<file path="config.mk">
export PLATFORM = sky130hd
export DESIGN_NAME = ilid_seq
export DESIGN_NICKNAME = d
export VERILOG_FILES = /design/src/rtl/core/ilid_pkg.sv /design/src/rtl/core/ilid_seq.sv
export SDC_FILE = /design/constraint.sdc
export NUM_CORES = 1
export LEC_CHECK = 0
export BUFFER_PORTS_ARGS = -buffer_cell sky130_fd_sc_hd__buf_2
export CAP_MARGIN = 20
export CORE_MARGIN = 2
export CORE_UTILIZATION = 50
export DETAILED_ROUTE_END_ITERATION = 7
export PLACE_DENSITY = 0.74
export SYNTH_ARGS = -nofsm -noshare
export SYNTH_HDL_FRONTEND = slang
export SYNTH_SLANG_ARGS = --single-unit
</file>
<file path="constraint.sdc">
create_clock -name clk -period 3.3 [get_ports clk]
set_input_delay 0.66 -clock clk [delete_from_list [all_inputs] [get_ports clk]]
set_output_delay 0.66 -clock clk [all_outputs]
set_load 0.02 [all_outputs]
</file>
<file path="src/rtl/core/ilid_pkg.sv">
// Shared types and codes for the indexed byte list.
// Depends on nothing; imported by ilid_seq, ilid_out and the top module.
package ilid_pkg;

  localparam int POS_W = 10;
  localparam int VAL_W = 8;
  localparam int LEN_W = 11;
  localparam int KIND_W = 2;
  localparam int STAT_W = 2;

  typedef enum logic [KIND_W-1:0] {
    KIND_INSERT = 2'd0,
    KIND_DELETE = 2'd1,
    KIND_READ   = 2'd2
  } kind_t;

  typedef enum logic [STAT_W-1:0] {
    ST_OK       = 2'd0,
    ST_OVERFLOW = 2'd1,
    ST_RANGE    = 2'd2
  } status_t;

  typedef enum logic [2:0] {
    S_IDLE,
    S_SHIFT,
    S_FINISH,
    S_PUT,
    S_RDCAP,
    S_RESP
  } seq_state_t;

  typedef struct packed {
    logic [KIND_W-1:0] kind;
    logic [POS_W-1:0]  position;
    logic [VAL_W-1:0]  value;
  } cmd_t;

  typedef struct packed {
    logic [STAT_W-1:0] status;
    logic [VAL_W-1:0]  read_value;
    logic [LEN_W-1:0]  length;
  } rsp_t;

endpackage

</file>
<file path="src/rtl/core/ilid_seq.sv">
// Operation sequencer: entry count, range checks and the shift walk over the list RAM.
// Depends on ilid_pkg; drives an ilid_ram and hands one result beat to ilid_out.
module ilid_seq
  import ilid_pkg::*;
#(
  parameter int CAPACITY = 1024
) (
  input  logic                        clk,
  input  logic                        rst,
  input  logic                        cmd_valid,
  output logic                        cmd_ready,
  input  cmd_t                        cmd,
  output logic                        res_valid,
  input  logic                        res_ready,
  output rsp_t                        res,
  output logic                        mem_we,
  output logic [$clog2(CAPACITY)-1:0] mem_waddr,
  output logic [VAL_W-1:0]            mem_wdata,
  output logic                        mem_re,
  output logic [$clog2(CAPACITY)-1:0] mem_raddr,
  input  logic [VAL_W-1:0]            mem_rdata
);

  localparam int AW = $clog2(CAPACITY);
  localparam int CNT_W = $clog2(CAPACITY + 1);
  localparam int CMP_W = (CNT_W > POS_W) ? CNT_W : POS_W;

  seq_state_t state, state_next;

  logic [CNT_W-1:0]  count;
  logic [AW-1:0]     pos_q;
  logic [VAL_W-1:0]  val_q;
  logic [STAT_W-1:0] status_q;
  logic [VAL_W-1:0]  rd_val;
  logic [AW-1:0]     ptr;
  logic [AW-1:0]     end_ptr;
  logic              up;
  logic              wr_pend;
  logic [AW-1:0]     wr_addr;

  logic [CMP_W-1:0]  pos_c;
  logic [CMP_W-1:0]  cnt_c;
  logic              full;
  logic              ok_ins;
  logic              ok_del;
  logic              ok_rd;
  logic [STAT_W-1:0] st_new;
  logic              take;

  assign pos_c = CMP_W'(cmd.position);
  assign cnt_c = CMP_W'(count);
  assign full  = (count == CNT_W'(CAPACITY));
  assign take  = (state == S_IDLE) && cmd_valid;

  always_comb begin
    ok_ins = 1'b0;
    ok_del = 1'b0;
    ok_rd  = 1'b0;
    st_new = ST_OK;
    case (cmd.kind)
      KIND_INSERT: begin
        if (full) begin
          st_new = ST_OVERFLOW;
        end else if (pos_c > cnt_c) begin
          st_new = ST_RANGE;
        end else begin
          ok_ins = 1'b1;
        end
      end
      KIND_DELETE: begin
        if (pos_c >= cnt_c) begin
          st_new = ST_RANGE;
        end else begin
          ok_del = 1'b1;
        end
      end
      KIND_READ: begin
        if (pos_c >= cnt_c) begin
          st_new = ST_RANGE;
        end else begin
          ok_rd = 1'b1;
        end
      end
      default: st_new = ST_OK;
    endcase
  end

  always_ff @(posedge clk) begin
    if (rst) begin
      state <= S_IDLE;
    end else begin
      state <= state_next;
    end
  end

  always_comb begin
    state_next = state;
    cmd_ready  = 1'b0;
    res_valid  = 1'b0;
    case (state)
      S_IDLE: begin
        cmd_ready = 1'b1;
        if (cmd_valid) begin
          if (ok_ins) begin
            state_next = (pos_c == cnt_c) ? S_PUT : S_SHIFT;
          end else if (ok_del) begin
            state_next = ((pos_c + CMP_W'(1)) == cnt_c) ? S_RESP : S_SHIFT;
          end else if (ok_rd) begin
            state_next = S_RDCAP;
          end else begin
            state_next = S_RESP;
          end
        end
      end
      S_SHIFT: begin
        if (ptr == end_ptr) begin
          state_next = S_FINISH;
        end
      end
      S_FINISH: state_next = up ? S_PUT : S_RESP;
      S_PUT:    state_next = S_RESP;
      S_RDCAP:  state_next = S_RESP;
      S_RESP: begin
        res_valid = 1'b1;
        if (res_ready) begin
          state_next = S_IDLE;
        end
      end
      default: state_next = S_IDLE;
    endcase
  end

  always_ff @(posedge clk) begin
    if (rst) begin
      count   <= '0;
      wr_pend <= 1'b0;
    end else begin
      wr_pend <= (state == S_SHIFT);
      if (take && ok_ins) begin
        count <= count + CNT_W'(1);
      end else if (take && ok_del) begin
        count <= count - CNT_W'(1);
      end
    end
  end

  // Insert walks down from the old tail, delete walks up from pos+1.
  // Each read is written one slot away in the next cycle, never on an address still to be read.
  always_ff @(posedge clk) begin
    if (take) begin
      val_q    <= cmd.value;
      pos_q    <= AW'(pos_c);
      status_q <= st_new;
      rd_val   <= '0;
      up       <= ok_ins;
      if (ok_ins) begin
        ptr     <= AW'(count - CNT_W'(1));
        end_ptr <= AW'(pos_c);
      end else begin
        ptr     <= AW'(pos_c + CMP_W'(1));
        end_ptr <= AW'(count - CNT_W'(1));
      end
    end
    if (state == S_SHIFT) begin
      ptr     <= up ? (ptr - AW'(1)) : (ptr + AW'(1));
      wr_addr <= up ? (ptr + AW'(1)) : (ptr - AW'(1));
    end
    if (state == S_RDCAP) begin
      rd_val <= mem_rdata;
    end
  end

  always_comb begin
    mem_we    = wr_pend || (state == S_PUT);
    mem_waddr = wr_pend ? wr_addr : pos_q;
    mem_wdata = wr_pend ? mem_rdata : val_q;
    mem_re    = (state == S_SHIFT) || (take && ok_rd);
    mem_raddr = (state == S_SHIFT) ? ptr : AW'(pos_c);
  end

  assign res.status     = status_q;
  assign res.read_value = rd_val;
  assign res.length     = LEN_W'(count);

endmodule

</file>
## Word-level counts from Yosys, hierarchy flattened

Index checks and enable logic that the tools add are counted.

- Register bits after elaboration: 74
- Latch bits: 0
- Memory bits (writable): 0
- ROM bits: 0
- Output and inout port bits: 53
- Memories kept: 0

- $add $sub $neg: 5
- Multiply operators: 0
- Div/mod/pow operators: 0
- Order comparisons: 2
- Equal/unequal tests: 14
- Shift operators: 0
- Mux-type cells: 35
- Bitwise logic cells: 0
- Reduce and logical (&&, ||, !) cells: 14

Operator list:

| operator | number |
|---|---|
| 10-bit 2-to-1 mux | 8 |
| 8-bit 2-to-1 mux | 3 |
| 11-bit 2-to-1 mux | 2 |
| 3-bit 2-to-1 mux | 7 |
| 3-bit case mux with 5 select lines | 1 |
| 10-bit by 1-bit adder with 11-bit output, second input constant | 1 |
| 11-bit by 1-bit adder with 11-bit output, second input constant | 1 |
| 10-bit by 11-bit equality test with 1-bit output | 1 |
| 11-bit equality test | 1 |
| 11-bit equality test, second input constant | 1 |
| 10-bit by 11-bit >= comparator with 1-bit output | 1 |
| 10-bit by 11-bit > comparator with 1-bit output | 1 |
| 11-bit by 1-bit subtractor with 11-bit output, second input constant | 1 |
| 10-bit by 1-bit adder with 10-bit output, second input constant | 1 |
| 10-bit equality test | 1 |
| 10-bit by 1-bit subtractor with 10-bit output, second input constant | 1 |
| 1-bit 2-to-1 mux | 9 |
| 2-bit 2-to-1 mux | 4 |
| 3-bit by 2-bit equality test with 1-bit output, second input constant | 2 |
| 3-bit equality test, second input constant | 2 |
| 2-bit != test, second input constant | 3 |
| 2-bit nonzero test | 3 |
| 1-bit logical AND | 4 |
| 2-bit case mux with 2 select lines | 1 |
| other kinds (8) | 10 |

## Depth between registers and ports, before layout

Gate-level depths: netlist of run 1.

- Depth in word-level cells: 8
- Depth in mapped cells: 13
- Depth with buffers taken out: 10

## Worst setup path after synthesis of run 1

Ideal clock, no wire load.

- Path kind: register to output
- Start: register count[4], in the netlist cnt_c[4]
- End: output mem_re
- Arrival time: 2.201 ns
- Data required time: 2.640 ns
- Setup slack: 0.439 ns
- Stages on the path, launching flop included: 10
- Buffers on the path: 1
- Cells stage by stage: dfxtp_1 -> buf_2 -> inv_1 -> ha_1 -> a211o_1 -> a21oi_1 -> a21oi_1 -> nor2_1 -> nand2_1 -> o21ai_0

- Cells in the longest elaborated chain, start to end: 5

Ends and longest elaborated chain:

| item | RTL line | text |
|---|---|---|
| start: declaration | ilid_seq.sv:30 | `logic [CNT_W-1:0] count;` |
| start signal: assignment | ilid_seq.sv:140 | `count <= count + CNT_W'(1);` |
| start signal: assignment | ilid_seq.sv:142 | `count <= count - CNT_W'(1);` |
| 10-bit by 11-bit >= comparator with 1-bit output | ilid_seq.sv:78 | `if (pos_c >= cnt_c) begin` |
| 1-bit 2-to-1 mux | ilid_seq.sv:78 |  |
| 1-bit 2-to-1 mux | ilid_seq.sv:60 | `case (cmd.kind)` |
| 1-bit logical AND | ilid_seq.sv:177 | `mem_re = (state == S_SHIFT) \|\| (take && ok_rd);` |
| 1-bit logical OR | ilid_seq.sv:177 |  |
| end: declaration | ilid_seq.sv:19 | `output logic mem_re,` |

No other way between the ends.

## Final worst setup path of run 1

- Start: register count[7], in the netlist cnt_c[7]
- End: output mem_re

Same word-level chain as after synthesis.

==> impl_metrics.py, run 1 <==
metrics = {
    "timing": {
        "report.final.slew_viol_count": 0,
        "relSlewSlack": 0.348,
        "fin_skew_ps": 12.4,
        "holdWs_ps": 460,
        "period_share": 0.943,
        "fin_tns_setup_ps": 0,
        "setup_violations": 0,
        "timing.final.hold_violations": 0,
        "fin_crit_ps": 3110,
        "tightest_slew_ps": 978,
        "setup_ws_ps": 189,
        "rsz0062_at_grt": "false",
        "fmax_ghz": 0.321,
    },
    "die": {
        "start_util": 0.514,
        "std_cell_rows": 36,
        "dieArea_um2": 10900,
        "ioPinCount": 85,
        "fp.dieH_um": 104,
        "core_um2": 9770,
        "die_w_um": 104,
    },
    "global_route": {
        "grt_pass1_wl_mm": 21.2,
        "antenna_found_initial": 0,
        "grtUsageTotal": 0.244,
        "grt_max_degree": 32,
        "first_global_vias": 4202,
        "grt_overflow_total": 0,
    },
    "job": {
        "maxCapViolations": 0,
    },
    "placement": {
        "dpl_cell_area_um2": 5590,
        "placed_cells": 744,
        "gp_congestion": 0.947,
        "post-place-ws_ps": 171,
        "io_buffers": 84,
        "hpwl_mm": 9.41,
    },
    "layout": {
        "final-seq-area_um2": 2070,
        "multi_input_area_um2": 2660,
        "syn2layout_area_growth_pct": 16.2,
        "design_area_um2": 5840,
        "layout-drive-gt1-share": 0.244,
        "final_cells": 760,
        "fill_cells": 854,
        "diodes": 0,
        "nets": 673,
    },
    "pwr": {
        "powerDensity_nw_per_um2": 864,
        "ir_drop_mv": 0.300,
        "p_leak_uw": 0.00236,
    },
    "logic_synthesis": {
        "syn_area_per_cell_um2": 9.18,
        "synthAdderAreaFrac": 0.0473,
        "synth-xor-area-share": 0.0924,
        "synthFlopType": "edfxtp_1",
        "synth_top_family_by_area": "simple AND/OR/NAND/NOR gates",
        "synth_fp_nets": 598,
        "netlist_instances": 547,
        "synth_cell_types": 60,
        "ys_ff_latch": 74,
        "synthMuxAreaShare": 0.0648,
        "async_reset_ff_frac": 0,
        "synth_edf_count": 59,
        "syn_area_um2": 5020,
        "synthSimpleGateAreaFrac": 0.196,
        "ys_warn_count": 0,
        "synth-compound-area-share": 0.129,
        "ys_seq_area_frac": 0.412,
    },
    "status": {
        "status": "finished clean",
    },
    "cts": {
        "htree_levels": 3,
        "cts_hold_buf": 0,
        "clk_pin_slew_ps": 90,
        "cts_setup_buffers": 0,
        "tritoncts": "built",
        "root_buffer": "clkbuf_8",
        "clk_latency_ps": 370,
        "cts_made_buffers": 9,
        "cts_resized": 0,
        "clkSinkCount": 74,
        "cts_buffer_depth": 2,
    },
    "worst_setup_path": {
        "crit_buf_inv": 2,
        "crit_top_cell": "nand2_1",
        "crit_chain": "inv_1 > ha_1 > nand4b_4 > or3_1 > nand2_1 > nor2_1 > nand2_1 > o21ai_0 > buf_2",
        "crit_fanout": 7,
        "critPathKind": "reg -> out",
        "cp-end-kind": "output pin",
        "crit_path_top_delay_cell": "dfxtp_1",
        "path_delay_family": "simple AND/OR/NAND/NOR gates",
        "cp.required_ps": 2640,
        "cp-start-kind": "flop",
        "worstPathArrival_ps": 2450,
        "cpPeakStageDelay_ps": 490,
    },
    "route": {
        "finalWirelength_mm": 12.9,
        "dr_total_vias": 4336,
        "wl_per_cell_um": 16.9,
        "postRouteAntennaNets": 0,
        "vias_per_cell": 5.71,
        "drt_first_pass_iters": 5,
        "drc_errors": 0,
        "first_iter_violations": 398,
    },
    "min_path": {
        "hold_path.class": "in -> reg",
    },
}
==> synth_stat cells, drive strengths merged, types with 18 or more instances <==
cell | n | area [um^2]
o21ai | 21 | 109
nand2 | 69 | 259
ha | 19 | 238
inv | 24 | 90.1
mux2 | 20 | 225
nand3 | 19 | 95.1
xnor2 | 38 | 333
and3 | 18 | 114
a21oi | 44 | 224
buf | 19 | 101
clkbuf | 23 | 96.3
nor2 | 42 | 158
edfxtp | 59 | 1770
==> area by class of cell <==
type / instances / area share
multi-input combinational: 406 / 0.456
sequential: 74 / 0.355
timing repair buffer: 106 / 0.102
tap: 133 / 0.0285
clock buffer: 9 / 0.0212
clock inverter: 7 / 0.0212
inverter: 25 / 0.0161
==> layout by cell type, fill, tap and decap left out, types with 3 or more instances in the layout <==
cell	Yosys	routed
mux2_2	20	20
nand3_1	19	19
nor2_1	42	42
and3_1	17	17
inv_6	0	3
nor2b_1	3	3
mux2i_1	10	10
bufinv_16	0	3
xor2_1	15	15
nand4_1	11	11
ha_1	19	19
buf_4	2	21
edfxtp_1	59	59
o21a_1	5	5
or3_1	6	6
o211ai_1	4	4
buf_2	12	84
or3_4	3	3
xnor2_1	38	38
nand2_1	69	69
a21o_1	3	3
a21oi_1	43	43
a221oi_1	3	3
a31oi_1	3	3
a211oi_1	7	7
nor3_1	13	13
dfxtp_1	15	15
clkbuf_8	1	9
inv_1	23	23
o21ai_0	19	19
a41oi_1	3	3
o31ai_1	3	3
==> metal layers <==
metal	vias to the layer above	global-route usage	wire length, um
met5	-	0	0
met4	0	0.0782	200
met3	23	0.0476	769
met2	164	0.399	6280
met1	2055	0.328	5620
li1	2094	-	-
==> cell families after synthesis <==
kind of cell / Yosys count
AND/OR/NAND/NOR: 199
adder cells (fa/ha/maj): 19
buffers and inverters: 67
multiplexers: 30
flip-flops: 74
XOR/XNOR: 53
AO/OA/AOI/OAI: 105
==> final timing paths <==
path | from | slack [ps] | endpoint | cells after the start
min reg2reg | cnt_c[3] | 530 | cnt_c[3] | 2
min | cmd[2] | 460 | val_q[2] | 1
max reg2reg | cnt_c[7] | 370 | cnt_c[3] | 11
max | cnt_c[7] | 190 | mem_re | 9
==> metrics by stage <==
| step | utilization | power (uW) |
|---|---|---|
| finish | 0.597 | 5040 |
| global route | 0.597 | 5360 |
| CTS | 0.597 | 5050 |
| detailed placement | 0.572 | 4150 |
| global placement | 0.572 | 4090 |
| floorplan | - | 3470 |
==> sequential cells by signal (all words and copies together) (netlist names) <==
name	flops
status_q	2
wr_addr	10
pos_q	10
wr_pend	1
state	3
end_ptr	10
ptr	10
up	1
cnt_c	11
val_q	8
rd_val	8
==> power by group <==
group	switching [uW]	internal (uW)
sequential	349	1500
clock	380	510
combinational	1430	884
total	2150	2890
==> worst register-to-register path, stage by stage, from the launching register on <==
cell and delay (ps):
dfxtp_1 490, inv_1 150, ha_1 340, nand4b_4 130, nor3_1 390, a211oi_1 120
or2_1 290, buf_4 200, a21oi_2 200, buf_4 210, o21ai_0 110, a211oi_1 230
(Power assumes the default switching activity.)
==> run 2: changes to the inputs <==
==> constraint.sdc (replaced) <==
create_clock -name clk -period 3.9 [get_ports clk]
set_input_delay 0.78 -clock clk [delete_from_list [all_inputs] [get_ports clk]]
set_output_delay 0.78 -clock clk [all_outputs]
set_load 0.02 [all_outputs]
==> run 2 against run 1 <==
Wire length decreased by 3.6%. Global-route usage shrank 1.2 points. Sequential share of layout area rose by 0.98 points. Clock power fell by 31%. Register-to-register slack better by 360 ps. Clock-buffer cell count unchanged. Largest cell class unchanged.
==> impl_metrics.py, run 2 (synthesized netlist as in run 1, its figures left out) <==
metrics = {
    "cts": {
        "root_buffer": "clkbuf_8",
        "clk_pin_slew_ps": 90,
        "htree_levels": 3,
        "cts_made_buffers": 9,
        "clk_latency_ps": 380,
        "cts_setup_buffers": 0,
        "tritoncts": "built",
        "cts_buffer_depth": 2,
        "cts_hold_buf": 0,
        "clkSinkCount": 74,
        "cts_resized": 0,
    },
    "timing": {
        "setup_violations": 0,
        "fin_tns_setup_ps": 0,
        "period_share": 0.865,
        "fin_crit_ps": 3370,
        "fin_skew_ps": 15.8,
        "tightest_slew_ps": 1010,
        "rsz0062_at_grt": "false",
        "relSlewSlack": 0.327,
        "timing.final.hold_violations": 0,
        "setup_ws_ps": 525,
        "report.final.slew_viol_count": 0,
        "fmax_ghz": 0.296,
    },
    "layout": {
        "layout-drive-gt1-share": 0.228,
        "largest_reg_flops": 11,
        "final_common_cell": "buf_2",
        "design_area_um2": 5680,
        "fill_cells": 887,
        "diodes": 0,
        "syn2layout_area_growth_pct": 13.1,
        "final_cell_mix": "84 x buf_2, 69 x nand2_1, 59 x edfxtp_1, 43 x a21oi_1, 42 x nor2_1",
        "nets": 661,
        "fin_util": 0.581,
    },
    "die": {
        "ioPinCount": 85,
        "fp.dieH_um": 104,
        "die_w_um": 104,
        "start_util": 0.514,
        "std_cell_rows": 36,
        "dieArea_um2": 10900,
        "core_um2": 9770,
    },
    "route": {
        "drc_errors": 0,
        "postRouteAntennaNets": 0,
        "dr_total_vias": 4248,
        "finalWirelength_mm": 12.4,
        "wl_per_cell_um": 16.6,
        "drt_first_pass_iters": 6,
        "vias_per_cell": 5.68,
        "first_iter_violations": 354,
    },
    "pwr": {
        "p_switching_uw": 1800,
        "swShare": 0.441,
        "powerDensity_nw_per_um2": 720,
        "clkPwrFrac": 0.151,
        "ir_drop_mv": 0.235,
        "pwr-share-comb": 0.465,
        "p_int_uw": 2280,
        "p_leak_uw": 0.00227,
        "pwr-share-seq": 0.384,
    },
    "job": {
        "maxCapViolations": 0,
    },
    "worst_setup_path": {
        "cp-end-kind": "output pin",
        "critPathKind": "reg -> out",
        "cp-start-kind": "flop",
        "crit_fanout": 7,
        "cp.required_ps": 3120,
        "worstPathArrival_ps": 2590,
    },
    "min_path": {
        "hold_path.class": "reg -> reg",
    },
    "global_route": {
        "grt_overflow_total": 0,
        "grt_pass1_wl_mm": 20.1,
        "first_global_vias": 4041,
        "grt_max_degree": 32,
        "grtUsageTotal": 0.233,
        "antenna_found_initial": 0,
    },
    "status": {
        "status": "finished clean",
    },
    "placement": {
        "hpwl_mm": 8.88,
        "post-place-ws_ps": 443,
        "gp_congestion": 0.914,
        "io_buffers": 84,
        "dpl_cell_area_um2": 5490,
    },
}
run 2: cell count changes in the layout (fill, tap and decap cells not counted):
cell / change
buf_12: -1
bufinv_16: -2
buf_4: -11
clkinv_4: +1
clkinv_2: +2
clkinv_1: +1
inv_6: -2
run 2: worst paths after layout:
kind	startpoint	endpoint	slack [ps]	cells after the start
worst max-delay path	cnt_c[9]	mem_re	530	9
worst min-delay path	cnt_c[3]	cnt_c[3]	540	2
worst max register to register	cnt_c[4]	cnt_c[8]	730	9
worst min register to register	cnt_c[3]	cnt_c[3]	540	2
run 2: layer usage:
layer  vias to the layer above  global-route usage  wire length [um]
met5                         -                   0                 0
li1                       2074                   -                 -
met1                      1997               0.304              5540
met2                       155               0.382              5870
met4                         0               0.103               305
met3                        22              0.0370               682
run 2: power groups by stage:
stage	Combinational (uW)	Sequential, uW	Clock (uW)
2_1_floorplan	1480	1450	0
3_3_place_gp	1860	1570	0
3_5_place_dp	1890	1580	0
4_1_cts	1900	1570	620
5_1_grt	2080	1620	646
6_report	1900	1570	617
run 2: layout make-up:
class / instances / area (um^2) / share of cell area
clock buffers: 9 / 124 / 0.0218
repair buffers: 94 / 495 / 0.0872
inverters: 25 / 93.8 / 0.0165
well taps: 133 / 166 / 0.0293
multi-input cells: 406 / 2660 / 0.468
clock inverters: 7 / 68.8 / 0.0121
flip-flops and latches: 74 / 2070 / 0.365
run 2: worst max-delay path, cell delays in order (launching register included):
cell      delay (ps)
dfxtp_1          520
inv_1            210
ha_1             400
nand4b_4         130
or3_1            420
nand2_1          140
nor2_1            70
nand2_1           70
o21ai_0           70
buf_2            180
run 2: per-stage QoR:
step           total power [uW]  hold WS [ps]  instances
2_1_floorplan              2930           584        547
3_3_place_gp               3430           506        732
3_5_place_dp               3470           536        732
4_1_cts                    4090           547        748
5_1_grt                    4340           557        748
6_report                   4090           542        748
