--- src/rtl/core/ilid_pkg.sv ---
// Shared types and codes for the indexed byte list.
// Depends on nothing; imported by ilid_seq, ilid_out and the top module.
package ilid_pkg;

  localparam int POS_W = 10;
  localparam int VAL_W = 8;
  localparam int LEN_W = 11;
  localparam int KIND_W = 2;
  localparam int STAT_W = 2;

  typedef enum logic [KIND_W-1:0] {
    KIND_INSERT = 2'd0,
    KIND_DELETE = 2'd1,
    KIND_READ   = 2'd2
  } kind_t;

  typedef enum logic [STAT_W-1:0] {
    ST_OK       = 2'd0,
    ST_OVERFLOW = 2'd1,
    ST_RANGE    = 2'd2
  } status_t;

  typedef enum logic [2:0] {
    S_IDLE,
    S_SHIFT,
    S_FINISH,
    S_PUT,
    S_RDCAP,
    S_RESP
  } seq_state_t;

  typedef struct packed {
    logic [KIND_W-1:0] kind;
    logic [POS_W-1:0]  position;
    logic [VAL_W-1:0]  value;
  } cmd_t;

  typedef struct packed {
    logic [STAT_W-1:0] status;
    logic [VAL_W-1:0]  read_value;
    logic [LEN_W-1:0]  length;
  } rsp_t;

endpackage

--- src/rtl/core/ilid_out.sv ---
// Output register stage for result beats; lets the sequencer finish while the sink stalls.
// Depends on ilid_pkg.
module ilid_out
  import ilid_pkg::*;
(
  input  logic clk,
  input  logic rst,
  input  logic res_valid,
  output logic res_ready,
  input  rsp_t res,
  output logic rsp_valid,
  input  logic rsp_ready,
  output rsp_t rsp
);

  assign res_ready = !rsp_valid || rsp_ready;

  always_ff @(posedge clk) begin
    if (rst) begin
      rsp_valid <= 1'b0;
    end else if (res_ready) begin
      rsp_valid <= res_valid;
    end
  end

  always_ff @(posedge clk) begin
    if (res_valid && res_ready) begin
      rsp <= res;
    end
  end

endmodule

--- config.mk ---
export PLATFORM = sky130hd
export DESIGN_NAME = ilid_out
export DESIGN_NICKNAME = d
export VERILOG_FILES = /design/src/rtl/core/ilid_pkg.sv /design/src/rtl/core/ilid_out.sv
export SDC_FILE = /design/constraint.sdc
export NUM_CORES = 1
export LEC_CHECK = 0
export BUFFER_PORTS_ARGS = -buffer_cell sky130_fd_sc_hd__buf_2
export CAP_MARGIN = 20
export CORE_MARGIN = 2
export CORE_UTILIZATION = 25
export CTS_CLUSTER_DIAMETER = 30
export DETAILED_ROUTE_END_ITERATION = 6
export PLACE_DENSITY = 0.55
export SLEW_MARGIN = 0
export SYNTH_ARGS = -nofsm -noshare
export SYNTH_HDL_FRONTEND = slang
export SYNTH_SLANG_ARGS = --single-unit
--- constraint.sdc ---
create_clock -name clk -period 1.4 [get_ports clk]
set_input_delay 0.21 -clock clk [delete_from_list [all_inputs] [get_ports clk]]
set_output_delay 0.21 -clock clk [all_outputs]
set_load 0.01 [all_outputs]
# --- Word-level counts from Yosys, hierarchy flattened ---
# Cells that the tools add are included.
word_totals:
  register_bits: 22
  input_bits: 25
  out_inout_bits: 23
  word_cells: 7
op_classes:
  n_reduce_logical: 3
ops:
  columns: ["op", "count"]
  rows:
  - ["$logic_and A1 B1 Y1", 1]
  - ["$logic_not A1 Y1", 1]
  - ["$logic_or A1 B1 Y1", 1]

# --- Longest topological paths before layout ---
# Gate-level depths: netlist of the first run.
depth:
  word_depth: 3
  ltp_mapped: 2
  mapped_depth_nobuf: 2

# --- Worst setup path after synthesis of the first run ---
# OpenSTA, ideal clock, no wires.
synth_timing:
  kind: "reg-to-reg"
  start: "register rsp_valid"
  end: "register rsp[0] (netlist name), enable pin"
  setup_time_ps: 321
  t_arrival_ps: 721
  required_ps: 1079
  path_slack_ps: 358
  stages_incl_launch_ff: 3
  n_path_buf: 0
  synth_period_minus_slack_ps: 1042
  path_cell_list: "dfxtp_1 nand2b_4 and2_4"
synth_via:
  elab_chain_cells: 3
synth_lines:
  columns: ["element", "line_no", "source"]
  rows:
  - ["from (decl)", "ilid_out.sv:11", "output logic rsp_valid,"]
  - ["from (signal assigned)", "ilid_out.sv:22", "rsp_valid <= res_valid;"]
  - ["$logic_not A1 Y1", "ilid_out.sv:16", "assign res_ready = !rsp_valid || rsp_ready;"]
  - ["$logic_or A1 B1 Y1", "ilid_out.sv:16", null]
  - ["named net res_ready", "ilid_out.sv:9", "output logic res_ready,"]
  - ["$logic_and A1 B1 Y1", "ilid_out.sv:27", "if (res_valid && res_ready) begin"]
  - ["to (signal assigned)", "ilid_out.sv:28", "rsp <= res;"]
  - ["to (decl)", "ilid_out.sv:13", "output rsp_t rsp"]
# The timed path passes the listed nets, and every way through them passes these cells.
# A chain may end at the register's enable or synchronous reset.

# --- Final worst setup path of the first run ---
layout_timing:
  start: "register rsp_valid"
  end: "output port res_ready"
layout_via:
  elab_chain_cells: 2
layout_lines:
  columns: ["element", "line_no"]
  rows:
  - ["$logic_not A1 Y1", "ilid_out.sv:16"]
  - ["$logic_or A1 B1 Y1", "ilid_out.sv:16"]
  - ["to (decl)", "ilid_out.sv:9"]
# No other way between the ends.

==> results of run 1 <==
## metal layers
layer  global-route usage  vias to the layer above  wire length (µm)
met5                    0                        -                 0
met4               0.0306                        0                 0
met3               0.0392                        0               148
met2                0.129                       29               593
met1               0.0858                      193               440
li1                     -                      201                 -
## cell usage after synthesis
master / instances
a21oi_2: 1
and2_4: 1
dfxtp_1: 1
edfxtp_1: 21
inv_1: 1
nand2b_4: 1
## logic make-up (layout without fill, tap and decap cells)
group,after synthesis,after routing,share of synthesized area
simple gates,2,2,0.0328
compound gates,1,1,0.0128
buf+inv,1,52,0.00547
flops,22,22,0.949
## how the worst max path moves through the flow
stage,to,from
3_5_place_dp,rsp[4]$_DFFE_PP_,rsp_ready
3_3_place_gp,rsp[4]$_DFFE_PP_,rsp_ready
6_report,res_ready,rsp_valid$_SDFFE_PP0P_
2_1_floorplan,rsp[0]$_DFFE_PP_,rsp_valid$_SDFFE_PP0P_
4_1_cts,res_ready,rsp_valid$_SDFFE_PP0P_
5_1_grt,res_ready,rsp_valid$_SDFFE_PP0P_
## flip-flops by register name (all words and copies together), names as in the netlist
| name | flops |
|---|---|
| rsp | 21 |
| rsp_valid | 1 |
## per-stage QoR
stage               cell area (µm²)  hold slack (ns)  power, µW  cells
floorplan                       686            0.272        832     26
CTS                             985           0.0452       1190    107
global route                    985           0.0313       1230    107
detailed placement              958            0.377        904    103
finish                          985           0.0562       1170    107
global placement                958            0.373        902    103
## power breakdown
group	leakage [µW]	internal [µW]	switching, µW
sequential	0.000212	765	9.03
clock	0.0000150	111	176
combinational	0.000203	53.4	57.7
total	0.000430	929	243
## final cells by class
class | instances | area share
tap | 30 | 0.0381
timing repair buffer | 47 | 0.239
clock buffer | 4 | 0.0267
inverter | 1 | 0.00381
sequential | 22 | 0.661
multi-input combinational | 3 | 0.0318
==> metrics.md, run 1 <==
| Metric | Value |
|---|---|
| Endpoint kind of the worst setup timing path | output port |
| Filler Cells Inserted | 254 |
| Vias in the first global route | 422 |
| Maximum vdd drop | 0.000598 V |
| Total of max-cap violations | 0 |
| Maximum number of buffers from clock root to sink | 2 |
| Total stage count of the critical path | 2 |
| Top-level port count | 48 |
| Cell count after synthesis | 26 |
| Startpoint of the worst hold path | rst |
| Power Density | 1190 nW/µm² |
| CTS tree | built |
| Yosys top cell area share | 0.920 |
| Total Neg Setup Slack | 0 ns |
| Number of synthesized register bits | 22 |
| Via Count | 423 |
| Core region area | 2540 µm² |
| Final slew viol count | 0 |
| Average footprint of a synthesized cell | 26.4 µm² |
| Setup fix buffers added after clock tree synthesis | 0 |
| Slowest Stage Delay on Critical Path | 0.39 ns |
| Reg-to-Reg End | rsp[15]$_DFFE_PP_ |
| Worst Setup Start Kind | register |
| First-pass GRT wire length | 1.86 mm |
| Utilization of the core after routing | 0.387 |
| Hold-critical path endpoint | rsp_valid$_SDFFE_PP0P_ |
| Worst max-slew margin expressed relative to the limit | 0.816 |
| Router iterations before antenna repair | 4 |
| Post-route minimum period | 1.09 ns |
| Detail-routed net length per standard cell | 11.0 µm |
| Status | complete, no violations |
| Final ANT Viol Nets | 0 |
| Summed instance area of the synthesized netlist | 686 µm² |
| Initial antenna violation count | 0 |
| Hold-fix buffer count after cts | 0 |
| Kind of cell adding the most delay to the critical path | flip-flops |
| Multi-input gate area | 31.3 µm² |
| Setup repair after global routing missed its margin | no |
| CTS root buffer | clkbuf_4 |
| Initial Utilization | 0.269 |
| Launch point of the worst reg-to-reg path | rsp_valid$_SDFFE_PP0P_ |
| Fraction of the yosys area taken by sequential cells | 0.949 |
| Number of input and output port buffers inserted | 47 |
| Inserted Clock Buffers | 3 |
| Area occupied by registers | 651 µm² |
| Cell-by-cell trace of the critical path | nand2b_4, buf_2 |
| Area growth from synthesis to layout | 43.6% |
| Std cell rows | 18 |
| Leakage Power | 0.000430 µW |
| Final setup violation count | 0 |
| Insertion delay of the later-clocked pin in the worst-skew pair | 0.29 ns |
| Data arrival time of the worst path | 0.88 ns |
| Post-Syn Nets | 51 |
| Final-stage net count | 103 |
| Most common cell after layout, fill and taps aside | buf_2 |
| Count of buffering cells on the critical path with inverters included | 1 |
| Dominant cells by area after synthesis | edfxtp_1 (92%), dfxtp_1 (2.9%), nand2b_4 (2.0%) |
| Final-report hold violation count | 0 |
| Worst setup slack after layout | 0.306 ns |
| ANT cells | 0 |
| Count of H-tree levels built during CTS | 1 |
| Fmax | 914 MHz |
| Violation count after the first detailed-routing iteration | 7 |
| Cell type with the largest total area after synthesis | edfxtp_1 |
| Post-route clock skew | 0.000909 ns |
| Post-DR vias/cell | 3.95 |
| Required time reported for the critical path endpoint | 1.19 ns |
| Max stage delay cell, worst path | dfxtp_1 |
| Die width | 56.4 µm |
| Worst slew pin tran | 0.276 ns |
| Syn. warnings | 0 |
| Setup slack, reg-to-reg | 0.35 ns |
| Share of cells above drive strength 1 | 0.688 |
| Number of clock sinks | 22 |
| Overflow left after global routing | 0 |
| Gates resized, CTS repair | 0 |
| Maximum number of pins on one net before global-route repair | 22 |
| Period utilisation layout | 0.782 |
| DRC errors left | 0 |
| Type of the most critical hold path | input port to register |
| Post-placement setup slack | 0.340 ns |
| Crit Path Category | register to output port |
| Floorplan die area | 3180 µm² |
| Commonest cells after routing, fill and taps aside | buf_2 (47), edfxtp_1 (21), clkbuf_4 (3) |
| R2R depth | 2 |
| Final RePlAce weighted congestion | 0.633 |
| GR Util All Layers | 0.0783 |
| Vertical die dimension | 56.4 µm |
| Critical-path maximum fanout | 3 |
| Clock-pin transition on the worst setup and hold timing paths | 0.11 ns |
| Library cells used by synthesis | 6 |
| Cells on Worst Hold Path | 2 |
| Post-detailed-routing wire length | 1.18 mm |
No activity file was read; power rests on OpenSTA's default activity.
==> run 2: changes to the inputs <==
==> constraint.sdc (replaced) <==
create_clock -name clk -period 1.05 [get_ports clk]
set_input_delay 0.1575 -clock clk [delete_from_list [all_inputs] [get_ports clk]]
set_output_delay 0.1575 -clock clk [all_outputs]
set_load 0.01 [all_outputs]
==> run 2 against run 1 <==
The flow now finishes with violations (setup timing). Count of clock-buffer cells in the layout decreased by 1. Cell count up 2.8%. Sequential share of layout area shrank 2.2 points. Non-clock buffer count is 3 higher. Total power up 33%. Sequential power grew 33%. First-iteration DRC count shrank 100%. Clock power up 29%. Combinational power is 44% higher. Utilization rose by 1.4 points. Global-route usage rose by 0.54 points.
==> metrics.md, run 2 (synthesis gave the netlist of run 1 again) <==
| Metric | Value |
|---|---|
| Design area | 1020 µm² |
| Final slew viol count | 0 |
| Period utilisation layout | 1.04 |
| Top-level port count | 48 |
| Endpoint kind of the worst setup timing path | output port |
| Crit Path Category | register to output port |
| Router iterations before antenna repair | 1 |
| Count of H-tree levels built during CTS | 1 |
| Status | finished, violations left |
| Non-filler instance count after layout | 110 |
| Core region area | 2540 µm² |
| Largest registers in the final layout | rsp x21, rsp_valid x1 |
| Share of cells above drive strength 1 | 0.700 |
| Overflow left after global routing | 0 |
| Required time reported for the critical path endpoint | 0.89 ns |
| DRC errors left | 0 |
| Violation count after the first detailed-routing iteration | 0 |
| CTS root buffer | clkbuf_4 |
| Post-route clock skew | 0.00221 ns |
| Post-DR vias/cell | 3.86 |
| Final RePlAce weighted congestion | 0.634 |
| Inserted Clock Buffers | 3 |
| Largest reg by FF count | rsp |
| Post-placement cell area | 966 µm² |
| CTS tree | built |
| Commonest cells after routing, fill and taps aside | buf_2 (46), edfxtp_1 (21), clkbuf_4 (3) |
| First-pass GRT wire length | 2.01 mm |
| Number of input and output port buffers inserted | 47 |
| Data arrival time of the worst path | 0.93 ns |
| Worst setup slack after layout | -0.0414 ns |
| Multi-input gate area | 31.3 µm² |
| Power Total | 1560 µW |
| Final-report hold violation count | 0 |
| Worst Setup Start Kind | register |
| Total instance count after detailed placement | 104 |
| Violations in the final reports | setup timing |
| Initial Utilization | 0.269 |
| Via Count | 425 |
| Clock-pin transition on the worst setup and hold timing paths | 0.11 ns |
| Area growth from synthesis to layout | 48.9% |
| GR Util All Layers | 0.0838 |
| Vias in the first global route | 483 |
| Utilization of the core after routing | 0.401 |
| Type of the most critical hold path | input port to register |
| Power Density | 1530 nW/µm² |
| Fmax | 916 MHz |
| Setup repair after global routing missed its margin | yes |
| Total of max-cap violations | 0 |
| Most common cell after layout, fill and taps aside | buf_2 |
| Final ANT Viol Nets | 0 |
| Floorplan die area | 3180 µm² |
| Final setup violation count | 1 |
| Post-detailed-routing wire length | 1.24 mm |
| Std cell rows | 18 |
| Maximum number of pins on one net before global-route repair | 22 |
| Initial antenna violation count | 0 |
| Maximum vdd drop | 0.000708 V |
| Post-route minimum period | 1.09 ns |
| Maximum number of buffers from clock root to sink | 2 |
| Insertion delay of the later-clocked pin in the worst-skew pair | 0.29 ns |
| Largest register FFs | 21 |
| Area occupied by registers | 652 µm² |
| Filler Cells Inserted | 257 |
| Worst max-slew margin expressed relative to the limit | 0.822 |
| Vertical die dimension | 56.4 µm |
| Final-stage net count | 106 |
| Critical-path maximum fanout | 2 |
| Detail-routed net length per standard cell | 11.3 µm |
| Number of clock sinks | 22 |
| Leakage Power | 0.000448 µW |
| Die width | 56.4 µm |
| Worst slew pin tran | 0.267 ns |
| ANT cells | 0 |
run 2: cell count changes in the layout (fill, tap and decap cells not counted):
cell           previous run  this run
dfxtp_2                   0         1
dlygate4sd3_1             0         1
clkbuf_1                  1         0
buf_4                     0         1
buf_2                    47        46
clkinv_1                  0         1
dfxtp_1                   1         0
buf_6                     0         2
run 2: worst paths after layout:
check / startpoint / to / slack [ns] / cells after the start
max reg2reg: rsp_valid$_SDFFE_PP0P_ / rsp[5]$_DFFE_PP_ / 0.02 / 2
max: rsp_valid$_SDFFE_PP0P_ / res_ready / -0.04 / 3
min: res[13] / rsp[13]$_DFFE_PP_ / 0.03 / 1
min reg2reg: rsp_valid$_SDFFE_PP0P_ / rsp_valid$_SDFFE_PP0P_ / 0.67 / 4
run 2: critical path: stages (launching register included):
cell and delay [ns]:
dfxtp_2 0.37, nand2b_4 0.06, buf_6 0.11, buf_6 0.11
run 2: layout make-up:
class	instances	area share
well taps	30	0.0368
repair buffers	50	0.265
inverters	1	0.00368
clock inverters	1	0.00368
clock buffers	3	0.0221
flip-flops and latches	22	0.638
multi-input cells	3	0.0306
run 2: timing repair:
item / 4_1_cts / 5_1_grt
hold buffers: 1 / 0
resized for setup: 3 / 0
endpoints found under the setup margin: 2 / 23
setup buffers: 1 / 0
endpoints found under the hold margin: 1 / 0
cloned: 0 / 0
pin swaps: 0 / 1
run 2: stage by stage:
step	hold WS, ns	setup WS (ns)	TNS (ns)
after CTS	0.0120	-0.0551	-0.0551
after detailed placement	0.320	0.0104	0
after global routing	0.00453	-0.0980	-0.924
after global placement	0.320	0.0302	0
after floorplan	0.220	0.00842	0
final	0.0274	-0.0414	-0.0414
run 2: per-layer routing:
metal  up-vias  track usage  share of wire
li1        207            -              -
met1       191       0.0801           0.35
met2        27        0.158           0.53
met3         0       0.0415           0.12
met4         0       0.0204              0
met5         -            0              0
run 2: power by group:
| part | leakage, µW | switching (µW) | internal (µW) |
|---|---|---|---|
| Sequential | 0.000212 | 12.4 | 1020 |
| Clock | 0.0000154 | 233 | 138 |
| Combinational | 0.000221 | 78.9 | 80.9 |
==> run 3: changes to the inputs <==
--- a/config.mk
+++ b/config.mk
@@ -9,6 +9,7 @@
 export CAP_MARGIN = 20
 export CORE_MARGIN = 2
 export CORE_UTILIZATION = 25
+export CTS_BUF_LIST = sky130_fd_sc_hd__clkbuf_8
 export CTS_CLUSTER_DIAMETER = 30
 export DETAILED_ROUTE_END_ITERATION = 6
 export PLACE_DENSITY = 0.55
==> run 3 against run 2 <==
The flow now finishes without violations. Critical path type unchanged. Largest power group unchanged. Clock skew down 0.0012 ns. Critical endpoint unchanged. Sequential power about the same. Critical path depth is the same.
==> metrics.md, run 3 (synthesis gave the netlist of run 1 again) <==
| Metric | Value |
|---|---|
| Period utilisation layout | 0.985 |
| Core region area | 2540 µm² |
| Max stage delay cell, worst path | dfxtp_2 |
| Worst slew pin tran | 0.267 ns |
| Count of buffering cells on the critical path with inverters included | 2 |
| Area occupied by registers | 652 µm² |
| Post-DR vias/cell | 3.83 |
| Post-detailed-routing wire length | 1.23 mm |
| Clock-pin transition on the worst setup and hold timing paths | 0.07 ns |
| Kind of cell adding the most delay to the critical path | flip-flops |
| Worst max-slew margin expressed relative to the limit | 0.822 |
| Endpoint kind of the worst setup timing path | output port |
| Area growth from synthesis to layout | 50.2% |
| Vias in the first global route | 460 |
| Floorplan die area | 3180 µm² |
| CTS root buffer | clkbuf_8 |
| Count of H-tree levels built during CTS | 1 |
| Leakage Power | 0.000452 µW |
| Total of max-cap violations | 0 |
| Post-route clock skew | 0.00101 ns |
| Maximum number of buffers from clock root to sink | 2 |
| Critical-path maximum fanout | 2 |
| Final setup violation count | 0 |
| Required time reported for the critical path endpoint | 0.89 ns |
| GR Util All Layers | 0.0794 |
| Share of cells above drive strength 1 | 0.709 |
| Post-placement setup slack | 0.0104 ns |
| Commonest cells after routing, fill and taps aside | buf_2 (46), edfxtp_1 (21), clkbuf_8 (3) |
| Maximum number of pins on one net before global-route repair | 22 |
| Overflow left after global routing | 0 |
| Cell-by-cell trace of the critical path | nand2b_4, buf_6, buf_6 |
| Final slew viol count | 0 |
| Power Density | 1640 nW/µm² |
| First-pass GRT wire length | 1.92 mm |
| ANT cells | 0 |
| Final-stage net count | 105 |
| Final-report hold violation count | 0 |
| Most frequent cell on the critical path | buf_6 |
| Final RePlAce weighted congestion | 0.634 |
| Violation count after the first detailed-routing iteration | 0 |
| Router iterations before antenna repair | 1 |
| Type of the most critical hold path | input port to register |
| Largest register FFs | 21 |
| Vertical die dimension | 56.4 µm |
| Final ANT Viol Nets | 0 |
| Inserted Clock Buffers | 3 |
| Insertion delay of the later-clocked pin in the worst-skew pair | 0.25 ns |
| Post-route minimum period | 1.03 ns |
| Slowest Stage Delay on Critical Path | 0.35 ns |
| DRC errors left | 0 |
| Worst Setup Start Kind | register |
| Detail-routed net length per standard cell | 11.2 µm |
| Utilization of the core after routing | 0.405 |
| Most common cell after layout, fill and taps aside | buf_2 |
| Fmax | 966 MHz |
| Number of clock sinks | 22 |
| Die width | 56.4 µm |
| CTS tree | built |
| Initial Utilization | 0.269 |
| Number of input and output port buffers inserted | 47 |
| Maximum vdd drop | 0.000781 V |
| Initial antenna violation count | 0 |
| Worst hold slack across all endpoints | 0.0453 ns |
| Hold-fix buffer count after cts | 0 |
| Data arrival time of the worst path | 0.88 ns |
| Largest registers in the final layout | rsp x21, rsp_valid x1 |
| Multi-input gate area | 31.3 µm² |
| Status | complete, no violations |
| Std cell rows | 18 |
| Crit Path Category | register to output port |
| Worst setup slack after layout | 0.0153 ns |
| Via Count | 417 |
| Top-level port count | 48 |
| Largest reg by FF count | rsp |
| Setup repair after global routing missed its margin | yes |
| Filler Cells Inserted | 252 |
[run 3: cell count changes in the layout (fill, tap and decap cells not counted), sizes merged]
cell	previous run	this run
dlygate4sd3	1	0
[run 3: final cells by class]
| cell class | instances | area share |
|---|---|---|
| timing repair buffer | 49 | 0.253 |
| sequential | 22 | 0.633 |
| clock inverter | 1 | 0.00365 |
| tap | 30 | 0.0365 |
| inverter | 1 | 0.00365 |
| multi-input combinational | 3 | 0.0304 |
| clock buffer | 3 | 0.0401 |
[run 3: metal layers]
metal  wire [µm]  part of all wire  GRT usage  up-vias
met2         648              0.53      0.151       27
met3         144              0.12     0.0346        0
met1         433              0.35     0.0772      185
met5           0                 0          0        -
li1            -                 -          -      205
met4           0                 0     0.0204        0
[run 3: path summary, 6_finish.rpt]
| kind | startpoint | to | slack, ns | depth (start not counted) |
|---|---|---|---|---|
| worst min register to register | rsp_valid$_SDFFE_PP0P_ | rsp_valid$_SDFFE_PP0P_ | 0.66 | 4 |
| worst max register to register | rsp_valid$_SDFFE_PP0P_ | rsp[1]$_DFFE_PP_ | 0.03 | 2 |
| worst max-delay path | rsp_valid$_SDFFE_PP0P_ | res_ready | 0.02 | 3 |
| worst min-delay path | rst | rsp_valid$_SDFFE_PP0P_ | 0.05 | 2 |
[run 3: what timing repair did]
item	4_1_cts	5_1_grt
pin swaps	0	1
resized for setup	3	0
buffers inserted	0	1
endpoints found under the setup margin	1	22
gates cloned	0	0
[run 3: report_power, final]
part	internal [µW]	leakage [µW]	switching [µW]	total [µW]
clock network	260	0.0000231	243	503
registers	1020	0.000212	12.4	1030
logic	78.4	0.000217	78.1	157
total	1360	0.000452	333	1690
[run 3: stage by stage]
stage	total power, µW	setup TNS [ns]	area, µm²	instances
4_1_cts	1720	0	1020	108
3_5_place_dp	1210	0	966	104
3_3_place_gp	1210	0	966	104
5_1_grt	1770	-0.714	1030	109
2_1_floorplan	1110	0	686	26
6_report	1690	0	1030	109
